**src/rtl/trbr_pkg.sv**
```systemverilog
`timescale 1ns / 1ps

package trbr_pkg;

    // Register map: index of each register, byte address is 4 * index
    localparam int unsigned ADDR_W = 4;
    localparam logic [1:0] REG_FRAMING_MASK = 2'd0;
    localparam logic [1:0] REG_ZERO_POINT   = 2'd1;
    localparam logic [1:0] REG_STEP         = 2'd2;

    // Reset values of the registers
    localparam logic [7:0]         FRAMING_MASK_RST = 8'h01;
    localparam logic signed [19:0] ZERO_POINT_RST   = 20'sh00000;
    localparam logic [23:0]        STEP_RST         = 24'h010000;

    // Complement check: upper nibble of the second byte against bits 4:1 of the first
    localparam logic [7:0] CHECK_MASK    = 8'hF0;
    localparam logic [7:0] CHECK_COPY    = 8'h1E;
    localparam logic [7:0] CHECK_PATTERN = 8'hF0;

    // Scale point bit fields in the first and second byte
    localparam logic [7:0] POINT_LO_MASK = 8'hE0;
    localparam logic [7:0] POINT_HI_MASK = 8'hFE;

    typedef struct packed {
        logic [7:0]         framing_mask;
        logic signed [19:0] zero_point;
        logic [23:0]        step;
    } t_cfg;

endpackage

```
**src/rtl/trbr_if.sv**
```systemverilog
`timescale 1ns / 1ps

// Byte channel from the serial link
interface trbr_in_if;
    logic       valid;
    logic       ready;
    logic [7:0] rx_byte;

    modport source (output valid, output rx_byte, input ready);
    modport sink   (input valid, input rx_byte, output ready);
endinterface

// Decoded message channel
interface trbr_out_if;
    logic               valid;
    logic               ready;
    logic [7:0]         first_byte;
    logic [7:0]         second_byte;
    logic               interpreted;
    logic               check_ok;
    logic [9:0]         scale_point;
    logic signed [47:0] current_value;
    logic [31:0]        wrong_total;
    logic [31:0]        incomplete_total;
    logic [31:0]        message_total;

    modport source (
        output valid, output first_byte, output second_byte, output interpreted,
        output check_ok, output scale_point, output current_value,
        output wrong_total, output incomplete_total, output message_total,
        input ready
    );
    modport sink (
        input valid, input first_byte, input second_byte, input interpreted,
        input check_ok, input scale_point, input current_value,
        input wrong_total, input incomplete_total, input message_total,
        output ready
    );
endinterface

```
**src/rtl/two_byte_reading_receiver.sv**
```systemverilog
`timescale 1ns / 1ps

// Two-byte reading receiver: takes one link byte per beat on i_in and, for each
// completed byte pair, returns one beat on o_out carrying both bytes, the
// complement check result, the decoded 10-bit scale point, the current
// (point * 256 - zero_point) * step in signed Q.24, and the wrong, incomplete
// and message counters as they stand after that pair. A byte with
// (rx_byte & framing_mask) == 0 starts a message; bytes that do not complete a
// pair give no output beat. One byte is accepted every cycle unless a stalled
// result holds the input: each byte passes through an input register, a single
// stage of decode and a 21 x 25 bit multiply, and into the result register that
// drives o_out. A stalled result holds the input only when the byte behind it
// would complete another pair. Registers sit at byte addresses 0x0
// (framing_mask), 0x4 (zero_point) and 0x8 (step) and should be written while
// no bytes are in flight.
module two_byte_reading_receiver (
    input  logic                        i_clk,
    input  logic                        i_rst_n,
    input  logic                        psel,
    input  logic                        penable,
    input  logic                        pwrite,
    input  logic [trbr_pkg::ADDR_W-1:0] paddr,
    input  logic [31:0]                 pwdata,
    output logic [31:0]                 prdata,
    output logic                        pready,
    trbr_in_if.sink                     i_in,
    trbr_out_if.source                  o_out
);
    import trbr_pkg::*;

    t_cfg w_cfg;

    // Configuration registers
    trbr_cfg u_cfg (
        .i_clk   (i_clk),
        .i_rst_n (i_rst_n),
        .psel    (psel),
        .penable (penable),
        .pwrite  (pwrite),
        .paddr   (paddr),
        .pwdata  (pwdata),
        .prdata  (prdata),
        .pready  (pready),
        .o_cfg   (w_cfg)
    );

    // Framing, check and decode
    trbr_core u_core (
        .i_clk   (i_clk),
        .i_rst_n (i_rst_n),
        .i_cfg   (w_cfg),
        .i_in    (i_in),
        .o_out   (o_out)
    );

endmodule

```
**src/rtl/trbr_cfg.sv**
```systemverilog
`timescale 1ns / 1ps

module trbr_cfg (
    input  logic                        i_clk,
    input  logic                        i_rst_n,
    input  logic                        psel,
    input  logic                        penable,
    input  logic                        pwrite,
    input  logic [trbr_pkg::ADDR_W-1:0] paddr,
    input  logic [31:0]                 pwdata,
    output logic [31:0]                 prdata,
    output logic                        pready,
    output trbr_pkg::t_cfg              o_cfg
);
    import trbr_pkg::*;

    t_cfg       r_cfg;
    logic       w_wr;
    logic [1:0] w_idx;

    assign pready = 1'b1;
    assign w_wr   = psel && penable && pwrite;
    assign w_idx  = paddr[3:2];

    // Write the addressed register at the access cycle, drop writes past the map
    always_ff @(posedge i_clk) begin
        if (!i_rst_n) begin
            r_cfg.framing_mask <= FRAMING_MASK_RST;
            r_cfg.zero_point   <= ZERO_POINT_RST;
            r_cfg.step         <= STEP_RST;
        end else if (w_wr) begin
            unique case (w_idx)
                REG_FRAMING_MASK: r_cfg.framing_mask <= pwdata[7:0];
                REG_ZERO_POINT:   r_cfg.zero_point   <= $signed(pwdata[19:0]);
                REG_STEP:         r_cfg.step         <= pwdata[23:0];
                default: ;
            endcase
        end
    end

    // Read back the addressed register
    always_comb begin
        unique case (w_idx)
            REG_FRAMING_MASK: prdata = {24'd0, r_cfg.framing_mask};
            REG_ZERO_POINT:   prdata = {12'd0, r_cfg.zero_point};
            REG_STEP:         prdata = {8'd0, r_cfg.step};
            default:          prdata = 32'd0;
        endcase
    end

    assign o_cfg = r_cfg;

endmodule

```
**src/rtl/trbr_core.sv**
```systemverilog
`timescale 1ns / 1ps

module trbr_core (
    input  logic           i_clk,
    input  logic           i_rst_n,
    input  trbr_pkg::t_cfg i_cfg,
    trbr_in_if.sink        i_in,
    trbr_out_if.source     o_out
);
    import trbr_pkg::*;

    // Input register
    logic               r_in_valid;
    logic [7:0]         r_in_byte;
    // Framing state and counters
    logic               r_pair_held;
    logic               r_start_seen;
    logic [7:0]         r_held_byte;
    logic [31:0]        r_msg_cnt;
    logic [31:0]        r_inc_cnt;
    logic [31:0]        r_wrong_cnt;
    // Result register
    logic               r_out_valid;
    logic [7:0]         r_first;
    logic [7:0]         r_second;
    logic               r_interp;
    logic               r_ok;
    logic [9:0]         r_point;
    logic signed [47:0] r_current;
    logic [31:0]        r_wrong_tot;
    logic [31:0]        r_inc_tot;
    logic [31:0]        r_msg_tot;

    logic               w_is_start;
    logic               w_complete;
    logic               w_proc;
    logic [7:0]         w_check_word;
    logic               w_ok;
    logic [9:0]         w_point;
    logic signed [20:0] w_diff;
    logic signed [45:0] w_prod;
    logic [31:0]        n_msg_cnt;
    logic [31:0]        n_inc_cnt;
    logic [31:0]        n_wrong_cnt;

    // Classify the held beat
    assign w_is_start = (r_in_byte & i_cfg.framing_mask) == 8'd0;
    assign w_complete = !w_is_start && r_pair_held;

    // Advance the beat unless its result would overwrite a stalled one
    assign w_proc     = r_in_valid && (!w_complete || !r_out_valid || o_out.ready);
    assign i_in.ready = !r_in_valid || w_proc;

    // Complement check and point decode
    assign w_check_word = (r_in_byte & CHECK_MASK) ^ 8'((r_held_byte & CHECK_COPY) << 3);
    assign w_ok         = r_start_seen && (w_check_word == CHECK_PATTERN);
    assign w_point      = 10'((r_held_byte & POINT_LO_MASK) >> 5)
                        | (10'(r_in_byte & POINT_HI_MASK) << 2);

    // Current: (point * 256 - zero) * step, exact
    assign w_diff = $signed({3'b000, w_point, 8'h00})
                  - $signed({i_cfg.zero_point[19], i_cfg.zero_point});
    assign w_prod = w_diff * $signed({1'b0, i_cfg.step});

    // Counter updates
    always_comb begin
        n_msg_cnt   = r_msg_cnt;
        n_inc_cnt   = r_inc_cnt;
        n_wrong_cnt = r_wrong_cnt;
        if (w_is_start && r_pair_held) begin
            n_inc_cnt = r_inc_cnt + 32'd1;
        end
        if (w_complete) begin
            n_msg_cnt = r_msg_cnt + 32'd1;
            if (r_start_seen) begin
                n_wrong_cnt = w_ok ? 32'd0 : r_wrong_cnt + 32'd1;
            end
        end
    end

    // Input register
    always_ff @(posedge i_clk) begin
        if (!i_rst_n) begin
            r_in_valid <= 1'b0;
        end else if (i_in.ready) begin
            r_in_valid <= i_in.valid;
        end
    end

    always_ff @(posedge i_clk) begin
        if (i_in.ready && i_in.valid) begin
            r_in_byte <= i_in.rx_byte;
        end
    end

    // Framing state and counters
    always_ff @(posedge i_clk) begin
        if (!i_rst_n) begin
            r_pair_held  <= 1'b0;
            r_start_seen <= 1'b0;
            r_msg_cnt    <= 32'd0;
            r_inc_cnt    <= 32'd0;
            r_wrong_cnt  <= 32'd0;
        end else if (w_proc) begin
            r_msg_cnt   <= n_msg_cnt;
            r_inc_cnt   <= n_inc_cnt;
            r_wrong_cnt <= n_wrong_cnt;
            if (w_complete) begin
                r_pair_held  <= 1'b0;
                r_start_seen <= 1'b0;
            end else begin
                r_pair_held <= 1'b1;
                if (w_is_start) begin
                    r_start_seen <= 1'b1;
                end
            end
        end
    end

    always_ff @(posedge i_clk) begin
        if (w_proc && !w_complete) begin
            r_held_byte <= r_in_byte;
        end
    end

    // Result register valid
    always_ff @(posedge i_clk) begin
        if (!i_rst_n) begin
            r_out_valid <= 1'b0;
        end else if (w_proc && w_complete) begin
            r_out_valid <= 1'b1;
        end else if (o_out.ready) begin
            r_out_valid <= 1'b0;
        end
    end

    // Result register payload
    always_ff @(posedge i_clk) begin
        if (w_proc && w_complete) begin
            r_first     <= r_held_byte;
            r_second    <= r_in_byte;
            r_interp    <= r_start_seen;
            r_ok        <= w_ok;
            r_point     <= w_ok ? w_point : 10'd0;
            r_current   <= w_ok ? {{2{w_prod[45]}}, w_prod} : 48'sd0;
            r_wrong_tot <= n_wrong_cnt;
            r_inc_tot   <= n_inc_cnt;
            r_msg_tot   <= n_msg_cnt;
        end
    end

    assign o_out.valid            = r_out_valid;
    assign o_out.first_byte       = r_first;
    assign o_out.second_byte      = r_second;
    assign o_out.interpreted      = r_interp;
    assign o_out.check_ok         = r_ok;
    assign o_out.scale_point      = r_point;
    assign o_out.current_value    = r_current;
    assign o_out.wrong_total      = r_wrong_tot;
    assign o_out.incomplete_total = r_inc_tot;
    assign o_out.message_total    = r_msg_tot;

endmodule

```
**src/flat_wrapper.sv**
```systemverilog
// flat-port wrapper written by rule: the top's interface ports become plain ports
module two_byte_reading_receiver_flat import trbr_pkg::*;
  (i_clk, i_rst_n, psel, penable, pwrite, paddr, pwdata, prdata, pready, i_in_valid, i_in_rx_byte, i_in_ready, o_out_valid, o_out_first_byte, o_out_second_byte, o_out_interpreted, o_out_check_ok, o_out_scale_point, o_out_current_value, o_out_wrong_total, o_out_incomplete_total, o_out_message_total, o_out_ready);
  trbr_in_if i_in_i ();
  trbr_out_if o_out_i ();
  input  logic i_clk;
  input  logic i_rst_n;
  input  logic psel;
  input  logic penable;
  input  logic pwrite;
  input  logic [trbr_pkg::ADDR_W-1:0] paddr;
  input  logic [31:0] pwdata;
  output logic [31:0] prdata;
  output logic pready;
  input wire logic [$bits(i_in_i.valid)-1:0] i_in_valid;
  input wire logic [$bits(i_in_i.rx_byte)-1:0] i_in_rx_byte;
  output wire logic [$bits(i_in_i.ready)-1:0] i_in_ready;
  output wire logic [$bits(o_out_i.valid)-1:0] o_out_valid;
  output wire logic [$bits(o_out_i.first_byte)-1:0] o_out_first_byte;
  output wire logic [$bits(o_out_i.second_byte)-1:0] o_out_second_byte;
  output wire logic [$bits(o_out_i.interpreted)-1:0] o_out_interpreted;
  output wire logic [$bits(o_out_i.check_ok)-1:0] o_out_check_ok;
  output wire logic [$bits(o_out_i.scale_point)-1:0] o_out_scale_point;
  output wire logic [$bits(o_out_i.current_value)-1:0] o_out_current_value;
  output wire logic [$bits(o_out_i.wrong_total)-1:0] o_out_wrong_total;
  output wire logic [$bits(o_out_i.incomplete_total)-1:0] o_out_incomplete_total;
  output wire logic [$bits(o_out_i.message_total)-1:0] o_out_message_total;
  input wire logic [$bits(o_out_i.ready)-1:0] o_out_ready;
  assign i_in_i.valid = i_in_valid;
  assign i_in_i.rx_byte = i_in_rx_byte;
  assign i_in_ready = i_in_i.ready;
  assign o_out_valid = o_out_i.valid;
  assign o_out_first_byte = o_out_i.first_byte;
  assign o_out_second_byte = o_out_i.second_byte;
  assign o_out_interpreted = o_out_i.interpreted;
  assign o_out_check_ok = o_out_i.check_ok;
  assign o_out_scale_point = o_out_i.scale_point;
  assign o_out_current_value = o_out_i.current_value;
  assign o_out_wrong_total = o_out_i.wrong_total;
  assign o_out_incomplete_total = o_out_i.incomplete_total;
  assign o_out_message_total = o_out_i.message_total;
  assign o_out_i.ready = o_out_ready;
  two_byte_reading_receiver u_core (.i_clk(i_clk), .i_rst_n(i_rst_n), .psel(psel), .penable(penable), .pwrite(pwrite), .paddr(paddr), .pwdata(pwdata), .prdata(prdata), .pready(pready), .i_in(i_in_i), .o_out(o_out_i));
endmodule
```
**config.mk**
```make
export PLATFORM = sky130hd
export DESIGN_NAME = two_byte_reading_receiver_flat
export DESIGN_NICKNAME = d
export VERILOG_FILES = /design/src/rtl/trbr_pkg.sv /design/src/rtl/trbr_if.sv /design/src/rtl/two_byte_reading_receiver.sv /design/src/rtl/trbr_cfg.sv /design/src/rtl/trbr_core.sv /design/src/flat_wrapper.sv
export SDC_FILE = /design/constraint.sdc
export NUM_CORES = 2
export LEC_CHECK = 0
export ABC_AREA = 0
export BUFFER_PORTS_ARGS = -buffer_cell sky130_fd_sc_hd__buf_2
export CELL_PAD_IN_SITES_DETAIL_PLACEMENT = 1
export CELL_PAD_IN_SITES_GLOBAL_PLACEMENT = 1
export CORE_MARGIN = 4
export CORE_UTILIZATION = 30
export DETAILED_ROUTE_END_ITERATION = 6
export PLACE_DENSITY_LB_ADDON = 0.25
export SLEW_MARGIN = 20
export SYNTH_ARGS = -nofsm -noshare
export SYNTH_HDL_FRONTEND = slang
export SYNTH_HIERARCHICAL = 1
export SYNTH_SLANG_ARGS = --single-unit
```
**constraint.sdc**
```tcl
create_clock -name i_clk -period 11.4 [get_ports i_clk]
set_clock_uncertainty 0.1 [all_clocks]
set_input_delay 1.14 -clock i_clk [delete_from_list [all_inputs] [get_ports i_clk]]
set_output_delay 1.14 -clock i_clk [all_outputs]
set_load 0.02 [all_outputs]
```
Yosys cells after proc, flatten, opt, wreduce, memory -nomap -nowiden
Index checks and enable logic that the tools add are counted.
Widths: inputs -> output; s select.
- input port bits: 51
- output and inout port bits: 207
- register bits: 338
- bitwise gates (word level): 3
- multipliers: 1
- equal/unequal tests: 3
- reductions and logical operators: 24
- muxes and demuxes: 11
- add/sub/neg operators: 4
- operators by type and width (operator ; number):
    $mux 32 ; 5
    $add 32x1->32 const B ; 3
    $pmux 24 s3 ; 1
    $mul 21x25->46 ; 1
    $sub 19x20->21 ; 1
    $or 3x10->10 ; 1
    $logic_and 1x1->1 ; 9
    $and 8x8->8 ; 1
    $eq 8x8->1 const B ; 1
    $logic_not 8->1 ; 1
    $reduce_and 2->1 ; 4
    $xor 8x8->8 ; 1
    $mux 1 ; 5
    $logic_not 1->1 ; 4
    $reduce_bool 2->1 ; 2
    $logic_or 1x1->1 ; 3
    $eq 2x1->1 const B ; 1
    $eq 2x2->1 const B ; 1
    $logic_not 2->1 ; 1

Logic depth before layout (Yosys ltp)
- depth in word-level cells: 10
- mapped depth: 35
- mapped depth without buffers: 33

Modules after synthesis
Netlist, hierarchy kept.
- by module, submodules not included (module ; seq. area each (um^2) ; cells each ; times used ; area an instance (um^2)):
    trbr_core ; 7587.3 ; 3154 ; 1 ; 29525.8
    trbr_cfg ; 1041.0 ; 260 ; 1 ; 2411.1

Least setup slack after synthesis
OpenSTA, ideal clock, no wires.
- kind: input -> register
- start point: in o_out_ready
- end point: reg u_core.u_core.r_ok, in the netlist u_core/u_core/o_out.check_ok, enable pin
- path buffers: 1
- stages on the path: 4
- data required time: 10.593 ns
- path slack: 1.837 ns
- data arrival time: 8.756 ns
- library setup time: 0.707 ns
- cell sequence: nand2b_1 -> o21ai_1 -> clkbuf_1 -> nor2_1
- cells in the longest elaborated chain, start to end: 3
- RTL lines (element ; RTL line ; text):
    start, declared ; flat_wrapper.sv:28 ; input wire logic [$bits(o_out_i.ready)-1:0] o_out_ready;
    $logic_or 1x1->1 ; trbr_core.sv:51 ; assign w_proc = r_in_valid && (!w_complete || !r_out_valid || o_out.ready);
    $logic_and 1x1->1 ; trbr_core.sv:51 ;
    $logic_and 1x1->1 ; trbr_core.sv:139 ; if (w_proc && w_complete) begin
    end signal, assigned ; trbr_core.sv:143 ; r_ok <= w_ok;
    end, declared ; trbr_core.sv:27 ; logic r_ok;
No other way between the ends.
A chain may end at the register's enable or synchronous reset.

Worst setup path in the final report
- start point: reg u_core.u_cfg.r_cfg (netlist bit u_core/u_cfg/o_cfg[24])
- end point: reg u_core.u_core.r_current[44], in the netlist u_core/u_core/o_out.current_value[44], data pin
- cells in the longest elaborated chain, start to end: 2
- RTL lines (element ; RTL line ; text):
    start, declared ; trbr_cfg.sv:17 ; t_cfg r_cfg;
    $sub 19x20->21 ; trbr_core.sv:62 ; - $signed({i_cfg.zero_point[19], i_cfg.zero_point});
    $mul 21x25->46 ; trbr_core.sv:63 ; assign w_prod = w_diff * $signed({1'b0, i_cfg.step});
    end signal, assigned ; trbr_core.sv:145 ; r_current <= w_ok ? {{2{w_prod[45]}}, w_prod} : 48'sd0;
    end, declared ; trbr_core.sv:29 ; logic signed [47:0] r_current;
No other way between the ends.

==> impl_metrics.csv <==
group,metric,value,unit
floorplan,io_pins,258,
worst_setup_path,cp_max_fo,27,
timing,hold_viol,0,
worst_setup_path,slowest_delay,820,ps
drt,route.detailed.drc,0,
floorplan,die_y,334.3,um
yosys,avgSynthCellArea,9.355,um2
timing,whs,335.4,ps
clock_tree,clk-insertion-delay-late,630,ps
power,power_density,101.8,mW/mm2
power,max-vdd-ir-drop,0.00009613,V
drt,wl,97200,um
power,p_int,2.465,mW
power,combPwrFrac,25.5,%
timing,fmax,0.1013,GHz
flow_run,cap_viol_max_count,0,
drt,drtIter0Drc,1124,
floorplan,core_area,0.1054,mm2
drt,wl_per_cell,19.37,um
yosys,yosys-top-cells-area,"fa_1 (26%), edfxtp_1 (17%), dfxtp_1 (9.5%)",
timing,finalMaxSlewViolations,0,
timing,tightest_slew,1083,ps
worst_setup_path,start_kind,"flop",
placed_design,io_buffers,238,
yosys,synth_common_cells,"nand2_1 (590), inv_1 (525), fa_1 (416), nor2_1 (229), ha_1 (197)",
clock_tree,post_cts_resized,0,
clock_tree,cts_tree,"yes",
cells_and_area,area_growth,13.32,%
timing,rsz0062_at_grt,"false",
timing,fin_tns_setup,0,ps
yosys,ys_async_sr_fraction,0,%
power,swShare,33.09,%
cells_and_area,fillCellCount,12300,
timing,maxSlewHeadroom,27.44,%
yosys,synth-edff-count,186,
global_route,grt_pass1_wl,151500,um
hold_path,hold_path.class,"flop to flop",
yosys,ys_seq_area_share,27.02,%
power,p_switching,1.219,mW
yosys,synth_warnings,6,
yosys,synth_cell_types,82,
placed_design,hpwl,76100,um
yosys,synth_top_area_share,26.08,%
worst_setup_path,cpMaxStageDelayCell,"o31ai_1",
placed_design,gp_congestion,0.7758,
floorplan,die_x,334.3,um
floorplan,dieArea,0.1117,mm2
clock_tree,htreeDepth,2,
yosys,yosysTopAreaCell,"fa_1",
drt,viasPerCell,4.724,
yosys,syn_inst,3414,
power,pwr-share-clk,39.0,%
clock_tree,cts_root_buf,"clkbuf_16",
status,status,"finished, final reports clean",
drt,drt-pass1-iter-count,4,
clock_tree,cts_setup_buffers,0,
floorplan,start_util,30.30,%
yosys,syn_area,0.03194,mm2
cells_and_area,drive_gt1_share,12.20,%
clock_tree,path_clk_slew,60,ps
drt,detail-route-antenna-nets,0,
clock_tree,clock_sinks,338,
yosys,ys_seq_elements,338,
clock_tree,hold_buffers,0,
cells_and_area,fin_util,34.33,%
clock_tree,clock_path_buffers,3,
worst_setup_path,critPathKind,"flop to flop",
floorplan,row_count,119,
global_route,grt_max_degree,68,
worst_setup_path,cpMostUsedCell,"fa_1",
timing,fin_crit_sh,86.56,%
power,p_seq_share,35.5,%
worst_setup_path,critical_path_arrival,10100,ps
global_route,grt_pass1_vias,25270,
global_route,track_usage,17.45,%
global_route,overflow,0,
timing,setup_viol,0,
cells_and_area,nNetsFinal,4254,
yosys,yosysMostFrequentCell,"nand2_1",
yosys,synth_ff_type,"edfxtp_1",
power,p_leak,16.28,nW
worst_setup_path,worstPathRequired,11630,ps
timing,finalCriticalPeriod,9868,ps
worst_setup_path,worstSetupEndpointType,"flop",
global_route,antenna_found_initial,2,
clock_tree,cts_buffers,42,
drt,dr_total_vias,23700,
## power by group through the flow
stage | logic, mW | registers (mW) | clock network [mW]
2_1_floorplan | 0.611 | 1.34 | 0
3_3_place_gp | 0.943 | 1.33 | 0
3_5_place_dp | 0.952 | 1.33 | 0
4_1_cts | 0.960 | 1.31 | 1.50
5_1_grt | 1.05 | 1.31 | 1.54
6_report | 0.938 | 1.31 | 1.44
## path summary, 6_finish.rpt
check	startpoint	endpoint	slack [ps]	cells past startpoint
max reg2reg	u_core/u_cfg/o_cfg[24]	u_core/u_core/o_out.current_value[44]	1530	28
min	u_core/u_core/r_held_byte[0]	u_core/u_core/o_out.first_byte[0]	340	0
max	u_core/u_cfg/o_cfg[24]	u_core/u_core/o_out.current_value[44]	1530	28
min reg2reg	u_core/u_core/r_held_byte[0]	u_core/u_core/o_out.first_byte[0]	340	0
## cell type report
cell class	instances	area, um2	area share [%]
Inverter	526	1974	5.455
Sequential cell	338	8628	23.84
Clock buffer	55	1204	3.326
Multi-Input combinational cell	2378	20670	57.11
Timing Repair Buffer	304	1689	4.667
Clock inverter	23	282.8	0.7813
Antenna cell	2	5.005	0.01383
Tap cell	1391	1740	4.809
## logic make-up after synthesis
logic type               Yosys count  synth area share (%)
buffers and inverters            705                 8.768
AND/OR/NAND/NOR                 1206                 17.19
other                              2               0.02352
multiplexers                      61                 1.916
adder cells (fa/ha/maj)          613                 33.79
flip-flops                       338                 27.02
XOR/XNOR                         207                 5.677
AO/OA/AOI/OAI                    282                 5.618
## cells in the final DEF, fill, tap and decap left out, types with 7 or more instances in the layout
cell and count:
nand2_1 590, inv_1 524, fa_1 416, buf_2 237, nor2_1 227, ha_1 197
edfxtp_1 186, dfxtp_1 152, and2_1 142, xnor2_1 101, xor2_1 93, a21oi_1 86
o21ai_0 72, buf_4 67, mux2i_1 60, nand3_1 56, clkbuf_16 45, nor3_1 42
and3_1 28, nand4_1 27, a21o_1 23, or3_1 19, or2_2 18, a22o_1 14
clkinv_2 11, o211ai_1 10, xnor2_2 10, conb_1 9, nand2b_1 9, and4_1 9
a31oi_1 8, o31ai_1 7, o21bai_1 7
## metal layers
metal  share of wire [%]  GRT usage [%]  wire, um  up-vias
li1                    -              -         -    11060
met1                  47          24.26     45450    12200
met2                  47          28.99     46150      350
met3                 3.8          2.521      3653       94
met4                 2.0          3.685      1954        0
met5                   0              0         0        -
## through the flow
stage	worst slack [ps]	area, um2	instances	total power [mW]
after floorplan	1837	31960	3421	1.948
after global placement	1724	34690	4937	2.278
after detailed placement	1708	34690	4937	2.287
after CTS	1620	36170	5015	3.767
after global routing	1098	36190	5015	3.905
final	1532	36190	5017	3.684
## sequential cells by signal, indices dropped and copies added, names as in the netlist, 10 cells and up
signal,flops
u_core/u_cfg/o_cfg,52
u_core/u_core/o_out.current_value,46
u_core/u_core/o_out.incomplete_total,32
u_core/u_core/o_out.message_total,32
u_core/u_core/o_out.wrong_total,32
u_core/u_core/r_inc_cnt,32
u_core/u_core/r_msg_cnt,32
u_core/u_core/r_wrong_cnt,32
u_core/u_core/o_out.scale_point,10
## worst max-delay path: cells and delay by family (launching register included)
| kind | cells | cell delay (ps) |
|---|---|---|
| adder cells (fa/ha/maj) | 8 | 3910 |
| AO/OA/AOI/OAI | 10 | 3280 |
| XOR/XNOR | 2 | 930 |
| AND/OR/NAND/NOR | 4 | 660 |
| buffers and inverters | 4 | 370 |
| flip-flops | 1 | 310 |
(Power assumes the default switching activity.)
